--- config.mk ---
export PLATFORM = sky130hd
export DESIGN_NAME = polyphonic_sawtooth_mixer
export DESIGN_NICKNAME = d
export VERILOG_FILES = /design/src/psm_pkg.sv /design/src/psm_voice_ring.sv /design/src/psm_mix.sv /design/src/polyphonic_sawtooth_mixer.sv
export VERILOG_INCLUDE_DIRS = /design/src /design/src/src
export SDC_FILE = /design/constraint.sdc
export NUM_CORES = 1
export LEC_CHECK = 0
export BUFFER_PORTS_ARGS = -buffer_cell sky130_fd_sc_hd__buf_2
export CORE_ASPECT_RATIO = 0.8
export CORE_MARGIN = 1.5
export CORE_UTILIZATION = 50
export CTS_CLUSTER_SIZE = 20
export DETAILED_ROUTE_END_ITERATION = 8
export PLACE_DENSITY = 0.66
export SLEW_MARGIN = 20
export SYNTH_ARGS = -nofsm -noshare
export SYNTH_HDL_FRONTEND = slang
export SYNTH_SLANG_ARGS = --single-unit
--- constraint.sdc ---
create_clock -name clk -period 19.9 [get_ports clk]
set_clock_uncertainty 0.05 [all_clocks]
set_input_delay 4.975 -clock clk [delete_from_list [all_inputs] [get_ports clk]]
set_output_delay 4.975 -clock clk [all_outputs]
set_load 0.01 [all_outputs]
--- src/polyphonic_sawtooth_mixer_defines.svh ---
// ----------------------------------------------------------------------------
// polyphonic_sawtooth_mixer_defines
// Assertion macros for the sawtooth mixer; compiled out with NO_ASSERTIONS.
// ----------------------------------------------------------------------------
`ifndef POLYPHONIC_SAWTOOTH_MIXER_DEFINES_SVH
`define POLYPHONIC_SAWTOOTH_MIXER_DEFINES_SVH

`ifndef NO_ASSERTIONS
// Same-cycle implication.
`define PSM_ASSERT_IMP(label, clk, rst, ante, cons) \
  label: assert property (@(posedge clk) disable iff (rst) (ante) |-> (cons)) \
    else $error("psm: same-cycle check failed");
// Next-cycle implication.
`define PSM_ASSERT_NXT(label, clk, rst, ante, cons) \
  label: assert property (@(posedge clk) disable iff (rst) (ante) |=> (cons)) \
    else $error("psm: next-cycle check failed");
`else
`define PSM_ASSERT_IMP(label, clk, rst, ante, cons)
`define PSM_ASSERT_NXT(label, clk, rst, ante, cons)
`endif

`endif

--- src/psm_pkg.sv ---
// ----------------------------------------------------------------------------
// psm_pkg
// Shared types, constants and the note step table of the sawtooth mixer.
// ----------------------------------------------------------------------------
`default_nettype none

package psm_pkg;

  localparam int PHASE_W = 32;
  localparam int NOTE_W  = 4;    // wide enough for twelve notes
  localparam int SUM_W   = 14;   // holds +/- 24 * 128
  localparam logic [3:0] MAX_VOLUME = 4'd8;

  // One voice slot presented to the voice ring per cycle.
  typedef struct packed {
    logic              shift;  // rotate the ring by one voice
    logic              key;    // voice sounds this tick
    logic              upper;  // upper bank: double step
    logic [NOTE_W-1:0] note;
  } psm_slot_t;

  // Phase increment per sample for the base octave.
  function automatic logic [PHASE_W-1:0] note_step(input logic [NOTE_W-1:0] n);
    logic [PHASE_W-1:0] s;
    case (n)
      4'd0:    s = 32'd50953930;
      4'd1:    s = 32'd54077542;
      4'd2:    s = 32'd57396381;
      4'd3:    s = 32'd60715219;
      4'd4:    s = 32'd64229283;
      4'd5:    s = 32'd68133799;
      4'd6:    s = 32'd72233540;
      4'd7:    s = 32'd76528508;
      4'd8:    s = 32'd81018701;
      4'd9:    s = 32'd85899345;
      4'd10:   s = 32'd90975216;
      4'd11:   s = 32'd96441538;
      default: s = '0;
    endcase
    return s;
  endfunction

endpackage

`default_nettype wire

--- src/psm_voice_ring.sv ---
// ----------------------------------------------------------------------------
// psm_voice_ring
// Circular ring of phase accumulators; one voice advanced per cycle on shift.
// ----------------------------------------------------------------------------
`default_nettype none

module psm_voice_ring #(
  parameter int VOICES = 24
) (
  input  logic                clk,
  input  logic                rst,
  input  psm_pkg::psm_slot_t  slot,
  output logic [7:0]          top,
  output logic                top_vld
);
  import psm_pkg::*;

  logic [PHASE_W-1:0] phase [VOICES];
  logic [PHASE_W-1:0] base_step;
  logic [PHASE_W-1:0] step_val;
  logic [PHASE_W-1:0] sum_ph;
  logic [PHASE_W-1:0] new_ph;

  assign base_step = note_step(slot.note);
  assign step_val  = slot.upper ? {base_step[PHASE_W-2:0], 1'b0} : base_step;
  assign sum_ph    = phase[0] + step_val;
  assign new_ph    = slot.key ? sum_ph : phase[0];

  always_ff @(posedge clk) begin
    if (rst) begin
      for (int i = 0; i < VOICES; i++) phase[i] <= '0;
      top_vld <= 1'b0;
    end else begin
      top_vld <= slot.shift & slot.key;
      if (slot.shift) begin
        for (int i = 0; i < VOICES - 1; i++) phase[i] <= phase[i+1];
        phase[VOICES-1] <= new_ph;
      end
    end
  end

  always_ff @(posedge clk) begin
    top <= sum_ph[PHASE_W-1:PHASE_W-8];
  end

endmodule

`default_nettype wire

--- src/psm_mix.sv ---
// ----------------------------------------------------------------------------
// psm_mix
// Signed mix accumulator and volume scaling to an 8-bit offset sample.
// ----------------------------------------------------------------------------
`default_nettype none

module psm_mix (
  input  logic       clk,
  input  logic       clear,
  input  logic       add_en,
  input  logic [7:0] top,
  input  logic [3:0] shift,
  output logic [7:0] mixed
);
  import psm_pkg::*;

  logic signed [SUM_W-1:0] acc;
  logic signed [7:0]       term;
  logic signed [SUM_W-1:0] scaled;

  // top byte minus 128 is the top byte with its msb flipped, read as signed
  assign term = signed'(top ^ 8'h80);

  always_ff @(posedge clk) begin
    if (clear) begin
      acc <= '0;
    end else if (add_en) begin
      acc <= acc + {{(SUM_W-8){term[7]}}, term};
    end
  end

  assign scaled = acc >>> shift;
  assign mixed  = scaled[7:0] + 8'd128;

endmodule

`default_nettype wire

--- src/polyphonic_sawtooth_mixer.sv ---
// ----------------------------------------------------------------------------
// polyphonic_sawtooth_mixer
// Two banks of sawtooth voices mixed into one unsigned 8-bit sample a tick.
// ----------------------------------------------------------------------------
// Usage:
//   Input channel (in_valid/in_ready) carries one request per audio tick:
//   lower_keys, upper_keys and volume. Output channel (out_valid/out_ready)
//   returns exactly one sample per request, 128 meaning silence.
//   The phases live in a circular shift line of 2*NOTES accumulators; one
//   voice is rotated past a single 32-bit adder per cycle, its key bit taken
//   from a key shift register in step. Volume scaling happens once at the end.
//   in_ready is high only while idle, so the single voice adder walking the
//   ring paces the requests: the next one is taken only after the scale state.
//   A finished sample sits in the output register; the next request is taken
//   while it waits. If the receiver still stalls when the following sample is
//   ready, the block holds in its scale state until the register frees up.
//   Reset clears all phases to zero, drops out_valid and returns to idle;
//   there is no clearing pass.
// ----------------------------------------------------------------------------
`default_nettype none

`include "polyphonic_sawtooth_mixer_defines.svh"

module polyphonic_sawtooth_mixer #(
  parameter int NOTES = 12
) (
  input  logic        clk,
  input  logic        rst,
  input  logic        in_valid,
  output logic        in_ready,
  input  logic [11:0] lower_keys,
  input  logic [11:0] upper_keys,
  input  logic [3:0]  volume,
  output logic        out_valid,
  input  logic        out_ready,
  output logic [7:0]  sample
);
  import psm_pkg::*;

  localparam int VOICES = 2 * NOTES;
  localparam int NW     = (NOTES > 1) ? $clog2(NOTES) : 1;
  localparam logic [NW-1:0] LAST_NOTE = NW'(NOTES - 1);

  typedef enum logic [1:0] {
    ST_IDLE,
    ST_RUN,
    ST_FIN,
    ST_SCALE
  } state_t;

  state_t          state;
  logic [VOICES-1:0] keys;      // key bit of the head voice sits at bit 0
  logic [3:0]      shift_amt;
  logic [NW-1:0]   note;
  logic            upper;
  psm_slot_t       slot;
  logic [7:0]      top;
  logic            top_vld;
  logic [7:0]      mixed;
  logic            accept;
  logic [3:0]      vol_shift;

  assign in_ready  = (state == ST_IDLE);
  assign accept    = in_valid & in_ready;
  // volume above eight saturates to full scale
  assign vol_shift = (volume > MAX_VOLUME) ? 4'd0 : MAX_VOLUME - volume;

  assign slot.shift = (state == ST_RUN);
  assign slot.key   = keys[0];
  assign slot.upper = upper;
  assign slot.note  = NOTE_W'(note);

  always_ff @(posedge clk) begin
    if (rst) begin
      state     <= ST_IDLE;
      note      <= '0;
      upper     <= 1'b0;
      out_valid <= 1'b0;
    end else begin
      // in the scale state the output register is reloaded below instead
      if (out_valid && out_ready && state != ST_SCALE) out_valid <= 1'b0;
      case (state)
        ST_IDLE: begin
          if (accept) state <= ST_RUN;
        end
        ST_RUN: begin
          // walk lower bank then upper bank, wrapping back to the first voice
          if (note == LAST_NOTE) begin
            note  <= '0;
            upper <= ~upper;
            if (upper) state <= ST_FIN;
          end else begin
            note <= note + 1'b1;
          end
        end
        ST_FIN: begin
          state <= ST_SCALE;  // last voice lands in the accumulator here
        end
        ST_SCALE: begin
          if (!out_valid || out_ready) begin
            out_valid <= 1'b1;
            state     <= ST_IDLE;
          end
        end
        default: state <= ST_IDLE;
      endcase
    end
  end

  // payload registers: key mask, shift and output sample
  always_ff @(posedge clk) begin
    if (accept) begin
      keys      <= {upper_keys[NOTES-1:0], lower_keys[NOTES-1:0]};
      shift_amt <= vol_shift;
    end else if (state == ST_RUN) begin
      keys <= {1'b0, keys[VOICES-1:1]};
    end
    if (state == ST_SCALE && (!out_valid || out_ready)) sample <= mixed;
  end

  psm_voice_ring #(
    .VOICES (VOICES)
  ) u_ring (
    .clk     (clk),
    .rst     (rst),
    .slot    (slot),
    .top     (top),
    .top_vld (top_vld)
  );

  psm_mix u_mix (
    .clk    (clk),
    .clear  (accept),
    .add_en (top_vld),
    .top    (top),
    .shift  (shift_amt),
    .mixed  (mixed)
  );

  // ring must be back on the first voice once the walk ends
  `PSM_ASSERT_IMP(a_ring_aligned, clk, rst, state == ST_FIN, note == '0 && !upper)
  // a free output register is always loaded when the sample is ready
  `PSM_ASSERT_NXT(a_scale_loads, clk, rst, state == ST_SCALE && !out_valid, out_valid)
  // no voice result may arrive while idle, it would corrupt the next mix
  `PSM_ASSERT_IMP(a_no_stray_add, clk, rst, state == ST_IDLE, !top_vld)

endmodule

`default_nettype wire

==> results.json, run 1 <==
{
  "status": "completed",
  "max_freq_mhz": 125,
  "cp-start-kind": "input pin",
  "place_hpwl_um": 29600,
  "p_leak_uw": 0.0148,
  "fp.dieW_um": 299,
  "firstDrtPassIters": 5,
  "syn_area_mm2": 0.0351,
  "drtIter0Drc": 1487,
  "grt_usage_pct": 15.6,
  "arrival_ns": 8.15,
  "grt_pass1_wl_um": 91400,
  "grt.overflow.total": 0,
  "critPathMaxStageDelay_ns": 0.74,
  "critPathKind": "in2reg",
  "swShare_pct": 27.7,
  "drc_errors": 0,
  "ir_drop_uv": 90.4,
  "drt_wl_total_um": 54500,
  "placed_area_mm2": 0.0361,
  "final_common_cell": "edfxtp_1",
  "clkTransAtPathRegs_ns": 0.06,
  "final_nets": 2521,
  "first_global_vias": 17300,
  "coreArea_mm2": 0.0692,
  "yosysSeqAreaShare_pct": 72.1,
  "via_per_inst": 5.14,
  "worst_pin_slew_ns": 1.15,
  "syn_avg_cell_area_um2": 14.6,
  "drive_gt1_share_pct": 10.0,
  "ys_ff_latch": 862,
  "cts_resized": 0,
  "dr_total_vias": 17600,
  "p_int_uw": 4050,
  "start_util_pct": 50.7,
  "final_cell_mix": "804 x edfxtp_1, 581 x and2_1, 169 x nor2b_1",
  "clock_power_share_pct": 28.8,
  "cts_buffers": 83,
  "path_buf_inv": 4,
  "maxCapViolCount": 0,
  "crit_slowest_cell": "buf_12",
  "critPathMostFrequentCell": "buf_12",
  "slew_viol_final": 0,
  "setup_viol_count_final": 0,
  "place_inst": 3267,
  "cts_sinks": 862,
  "setup_tns_ns": 0,
  "path_delay_family": "buffers and inverters",
  "io_buffers": 41,
  "cts_max_level": 3,
  "avgRoutedWirePerCell_um": 15.9,
  "yosysTopAreaCell": "edfxtp_1",
  "antenna_found_initial": 0,
  "relSlewSlack_pct": 23.3,
  "finalHoldViolCount": 0,
  "synth_area_leaders": "edfxtp_1 69%, and2_1 10%, dfxtp_1 3.3%, nor2b_1 3.0%, ha_1 2.0%",
  "die_y_um": 240,
  "finalHoldWorstSlack_ns": 0.439,
  "synth_edf_count": 804,
  "synth_ff_type": "edfxtp_1",
  "dieArea_mm2": 0.0718,
  "root_buffer": "clkbuf_16",
  "synthCells": 2407,
  "synth_top_area_share_pct": 68.8,
  "fill_cells": 5433,
  "io_pins": 42,
  "instances_no_fill": 3423,
  "path_max_fanout": 208,
  "ys_async_sr_fraction_pct": 0,
  "synth.distinct_cells": 72,
  "power_density_mw_per_mm2": 144,
  "critPathRequiredTime_ns": 20.06,
  "end_kind": "register",
  "gp_congestion": 0.866,
  "power.switching_uw": 1560,
  "num_rows": 86,
  "ctsHoldBuffers": 0,
  "synthesis.nets": 2498,
  "hold_class": "reg2reg",
  "min_period_ns": 7.99,
  "postCtsSetupBuffers": 0,
  "combPwrFrac_pct": 19.5,
  "antenna_left": 0,
  "rsz0062_at_grt": "false",
  "period_share_pct": 40.1,
  "post-route-util_pct": 56.4,
  "p_seq_share_pct": 51.7,
  "num_antenna_cells": 0,
  "final_area_mm2": 0.0390,
  "cts_tree": "done",
  "area_delta_synth_final_pct": 11.3,
  "cp_cell_sequence": "buf_6 -> or2_4 -> buf_12 -> buf_4 -> buf_12",
  "clkLatencyLatePin_ns": 0.63,
  "yosys_warnings": 0,
  "grt_max_degree": 209,
  "clk_path_buf_depth": 3
}
-- tightest hold or removal path, delay by kind of cell, from the launching register on --
kind / cells / cell delay [ns]
AND/OR/NAND/NOR: 2 / 0.11
flip-flops: 1 / 0.32
-- per-layer routing --
metal | global-route usage, % | vias up | part of all wire [%] | wire, um
met3 | 2.86 | 76 | 3.6 | 1960
li1 | - | 8547 | - | -
met4 | 4.45 | 0 | 1.9 | 1040
met5 | 0 | - | 0 | 0
met1 | 24.6 | 8731 | 51 | 28000
met2 | 21.9 | 245 | 43 | 23600
-- logic make-up (layout without fill, tap and decap cells) --
logic type,after synthesis,in the layout,synth area share (%)
buf+inv,151,243,1.64
xor+xnor,38,38,0.949
fa+ha+maj,59,59,2.15
flops,862,862,72.1
simple gates,1033,1033,16.9
compound gates,191,191,3.73
mux,73,73,2.52
-- cell usage after synthesis (5+ instances only) --
library cell and instances:
nor3_1 9, mux2_2 33, clkinv_1 5, mux2i_1 31, o211ai_1 6, dfxtp_1 58
a21oi_1 44, inv_1 25, nand3b_1 6, or3_1 8, nand2b_1 5, edfxtp_1 804
clkbuf_1 112, buf_1 5, a31o_2 6, a211oi_1 17, o22ai_1 8, mux4_2 9
o21a_1 5, xor2_1 17, ha_1 57, nand3_1 15, nor2_1 74, nand2_1 141
or2_2 6, xnor2_1 21, nor2b_1 170, and2_1 581, and3_1 6, o21ai_0 44
a21o_1 15
-- state kept, by name, summed over array words and instances (netlist names) --
signal	cells
keys	24
note	4
out_valid	1
sample	8
shift_amt	4
state	2
u_mix.acc	14
u_ring.base_step	27
u_ring.phase	768
u_ring.top	8
u_ring.top_vld	1
upper	1
-- metrics by stage --
step | power [uW] | setup WS, ns
2_1_floorplan | 3870 | 4.11
3_3_place_gp | 3990 | 11.16
3_5_place_dp | 4020 | 11.06
4_1_cts | 5670 | 11.74
5_1_grt | 5920 | 11.70
6_report | 5610 | 11.91
-- final timing paths --
| path | slack, ns | start | cells past startpoint | end |
|---|---|---|---|---|
| hold / removal | 0.44 | keys[23]$_SDFFCE_PN0P_ | 2 | keys[22]$_DFFE_PP_ |
| setup / recovery | 11.91 | rst | 5 | u_ring.phase[0][160]$_SDFFCE_PN0P_ |
| setup reg to reg | 15.93 | state[1]$_SDFFE_PP0P_ | 8 | u_ring.phase[0][475]$_SDFFCE_PN0P_ |
| hold reg to reg | 0.44 | keys[23]$_SDFFCE_PN0P_ | 2 | keys[22]$_DFFE_PP_ |
-- power groups by stage --
| stage | Clock, uW | Combinational (uW) | Sequential, uW |
|---|---|---|---|
| 3_5_place_dp | 0 | 1090 | 2930 |
| 3_3_place_gp | 0 | 1050 | 2930 |
| 4_1_cts | 1660 | 1100 | 2910 |
| 6_report | 1620 | 1100 | 2900 |
| 2_1_floorplan | 0 | 848 | 3020 |
| 5_1_grt | 1730 | 1230 | 2960 |
-- area by class of cell --
type                    instances  area [um2]  share of cell area (%)
clock buffers                 105        2230                    5.72
inverters                      30         113                   0.289
flip-flops and latches        862       25300                    64.8
repair buffers                 59         410                    1.05
well taps                     924        1160                    2.96
clock inverters                49         607                    1.55
multi-input cells            1394        9210                    23.6
No activity file was read; power rests on OpenSTA's default activity.
==> inputs of run 2 (changes only) <==
- clock period: 19.9 -> 8 ns (I/O delays scaled with it)
==> run 2 against run 1 <==
  * Non-clock buffer count shrank 7
  * Hold slack gained 0.023 ns
  * Highest routed layer unchanged
  * Count of clock-buffer cells in the layout grew 7
  * Sequential power grew 150%
  * Cell area shrank 0.92%
  * Setup slack lost 8.2 ns
  * Register-to-register slack lost 12 ns
==> results.json, run 2 (synthesis gave the netlist of run 1 again) <==
{
  "drtIter0Drc": 1408,
  "hold_class": "reg2reg",
  "path_depth": 5,
  "max_freq_mhz": 233,
  "clkLatencyLatePin_ns": 0.62,
  "grt_pass1_wl_um": 89800,
  "place_hpwl_um": 28900,
  "ir_drop_uv": 221,
  "p_leak_uw": 0.0146,
  "power_density_mw_per_mm2": 352,
  "largest_register_ffs": 768,
  "post-route-util_pct": 55.9,
  "reg2reg_from": "upper$_SDFFE_PP0P_",
  "worstSetupStartpoint": "rst",
  "path_max_fanout": 302,
  "finalHoldWorstSlack_ns": 0.462,
  "num_antenna_cells": 0,
  "avgRoutedWirePerCell_um": 15.8,
  "critPathMaxStageDelay_ns": 0.81,
  "setup_viol_count_final": 0,
  "finalHoldViolCount": 0,
  "fp.dieW_um": 299,
  "place_inst": 3262,
  "setup_tns_ns": 0,
  "antenna_left": 0,
  "cp-start-kind": "input pin",
  "largest_register": "u_ring.phase",
  "r2r_cells": 9,
  "reg2reg_to": "u_ring.phase[0][754]$_SDFFCE_PP0P_",
  "arrival_ns": 4.71,
  "end_kind": "register",
  "crit_end": "u_ring.phase[0][2]$_SDFFCE_PN0P_",
  "gp_congestion": 0.869,
  "power_uw": 13600,
  "final_cell_mix": "804 x edfxtp_1, 581 x and2_1, 169 x nor2b_1",
  "area_delta_synth_final_pct": 10.2,
  "rrSetupSlack_ns": 4.18,
  "crit_slowest_cell": "nor2b_4",
  "clkTransAtPathRegs_ns": 0.07,
  "min_period_ns": 4.28,
  "drc_errors": 0,
  "dr_total_vias": 17600,
  "coreArea_mm2": 0.0692,
  "grt_max_degree": 303,
  "rsz0062_at_grt": "false",
  "antenna_found_initial": 0,
  "ctsHoldBuffers": 0,
  "final_common_cell": "edfxtp_1",
  "slew_viol_final": 0,
  "clk_path_buf_depth": 3,
  "io_buffers": 41,
  "critPathRequiredTime_ns": 8.43,
  "via_per_inst": 5.17,
  "root_buffer": "clkbuf_16",
  "relSlewSlack_pct": 26.8,
  "firstDrtPassIters": 5,
  "start_util_pct": 50.7,
  "critPathKind": "in2reg",
  "period_share_pct": 53.6,
  "die_y_um": 240,
  "grt_usage_pct": 15.3,
  "grt.overflow.total": 0,
  "final_nets": 2512,
  "status": "completed",
  "first_global_vias": 17100,
  "path_delay_family": "buffers and inverters",
  "cts_max_level": 3,
  "dieArea_mm2": 0.0718,
  "cts_buffers": 81,
  "cts_tree": "done",
  "cts_resized": 0,
  "worst_pin_slew_ns": 1.10,
  "cp_cell_sequence": "buf_6 -> buf_4 -> nor2b_4 -> buf_12 -> and2_1",
  "drt_wl_total_um": 53800,
  "postCtsSetupBuffers": 0,
  "maxCapViolCount": 0,
  "instances_no_fill": 3409,
  "drive_gt1_share_pct": 9.26,
  "cts_sinks": 862,
  "io_pins": 42,
  "path_buf_inv": 3,
  "num_rows": 86
}
[run 2: cell types whose count changed in the layout (fill, tap and decap cells not counted), moves of 5 or more]
cell	before	now
bufinv_16	10	5
buf_4	10	4
buf_12	2	7
clkinv_1	21	15
clkbuf_1	17	30
buf_6	6	1
[run 2: layout make-up]
cell class                      instances  area (um2)
Clock buffer                          112        2160
Clock inverter                         35         340
Fill cell                            5470       30500
Inverter                               30         113
Multi-Input combinational cell       1394        9210
Sequential cell                       862       25300
Tap cell                              924        1160
Timing Repair Buffer                   52         382
[run 2: how the worst min path moves through the flow]
stage               slack (ns)  cells past startpoint                                 end                               start
finish                    0.46                      1  u_ring.phase[0][502]$_SDFFCE_PN0P_  u_ring.phase[0][534]$_SDFFCE_PN0P_
global route              0.47                      1  u_ring.phase[0][151]$_SDFFCE_PN0P_  u_ring.phase[0][183]$_SDFFCE_PN0P_
CTS                       0.46                      1  u_ring.phase[0][502]$_SDFFCE_PN0P_  u_ring.phase[0][534]$_SDFFCE_PN0P_
detailed placement        0.45                      2                  keys[17]$_DFFE_PP_                  keys[18]$_DFFE_PP_
global placement          0.45                      1  u_ring.phase[0][286]$_SDFFCE_PN0P_  u_ring.phase[0][318]$_SDFFCE_PN0P_
floorplan                 0.41                      1               u_ring.top[7]$_DFF_P_   u_ring.phase[0][31]$_SDFFCE_PN0P_
[run 2: report_power, final]
group	internal, uW	total [uW]	switching, uW
clock	2070	3690	1620
sequential	6770	7200	427
combinational	975	2720	1740
total	9820	13600	3790
[run 2: routing by layer]
metal,global-route usage [%],wire length [um],share of wire (%)
met5,0,0,0
met4,5.79,1620,3.0
met3,2.77,2020,3.7
met2,21.0,22600,42
met1,24.2,27600,51
[run 2: metrics by stage]
stage / area [um2] / worst slack [ns]
final: 38700 / 3.72
after global routing: 38700 / 3.45
after CTS: 38700 / 3.74
after detailed placement: 36200 / 3.10
after global placement: 36200 / 3.04
after floorplan: 35100 / -0.461
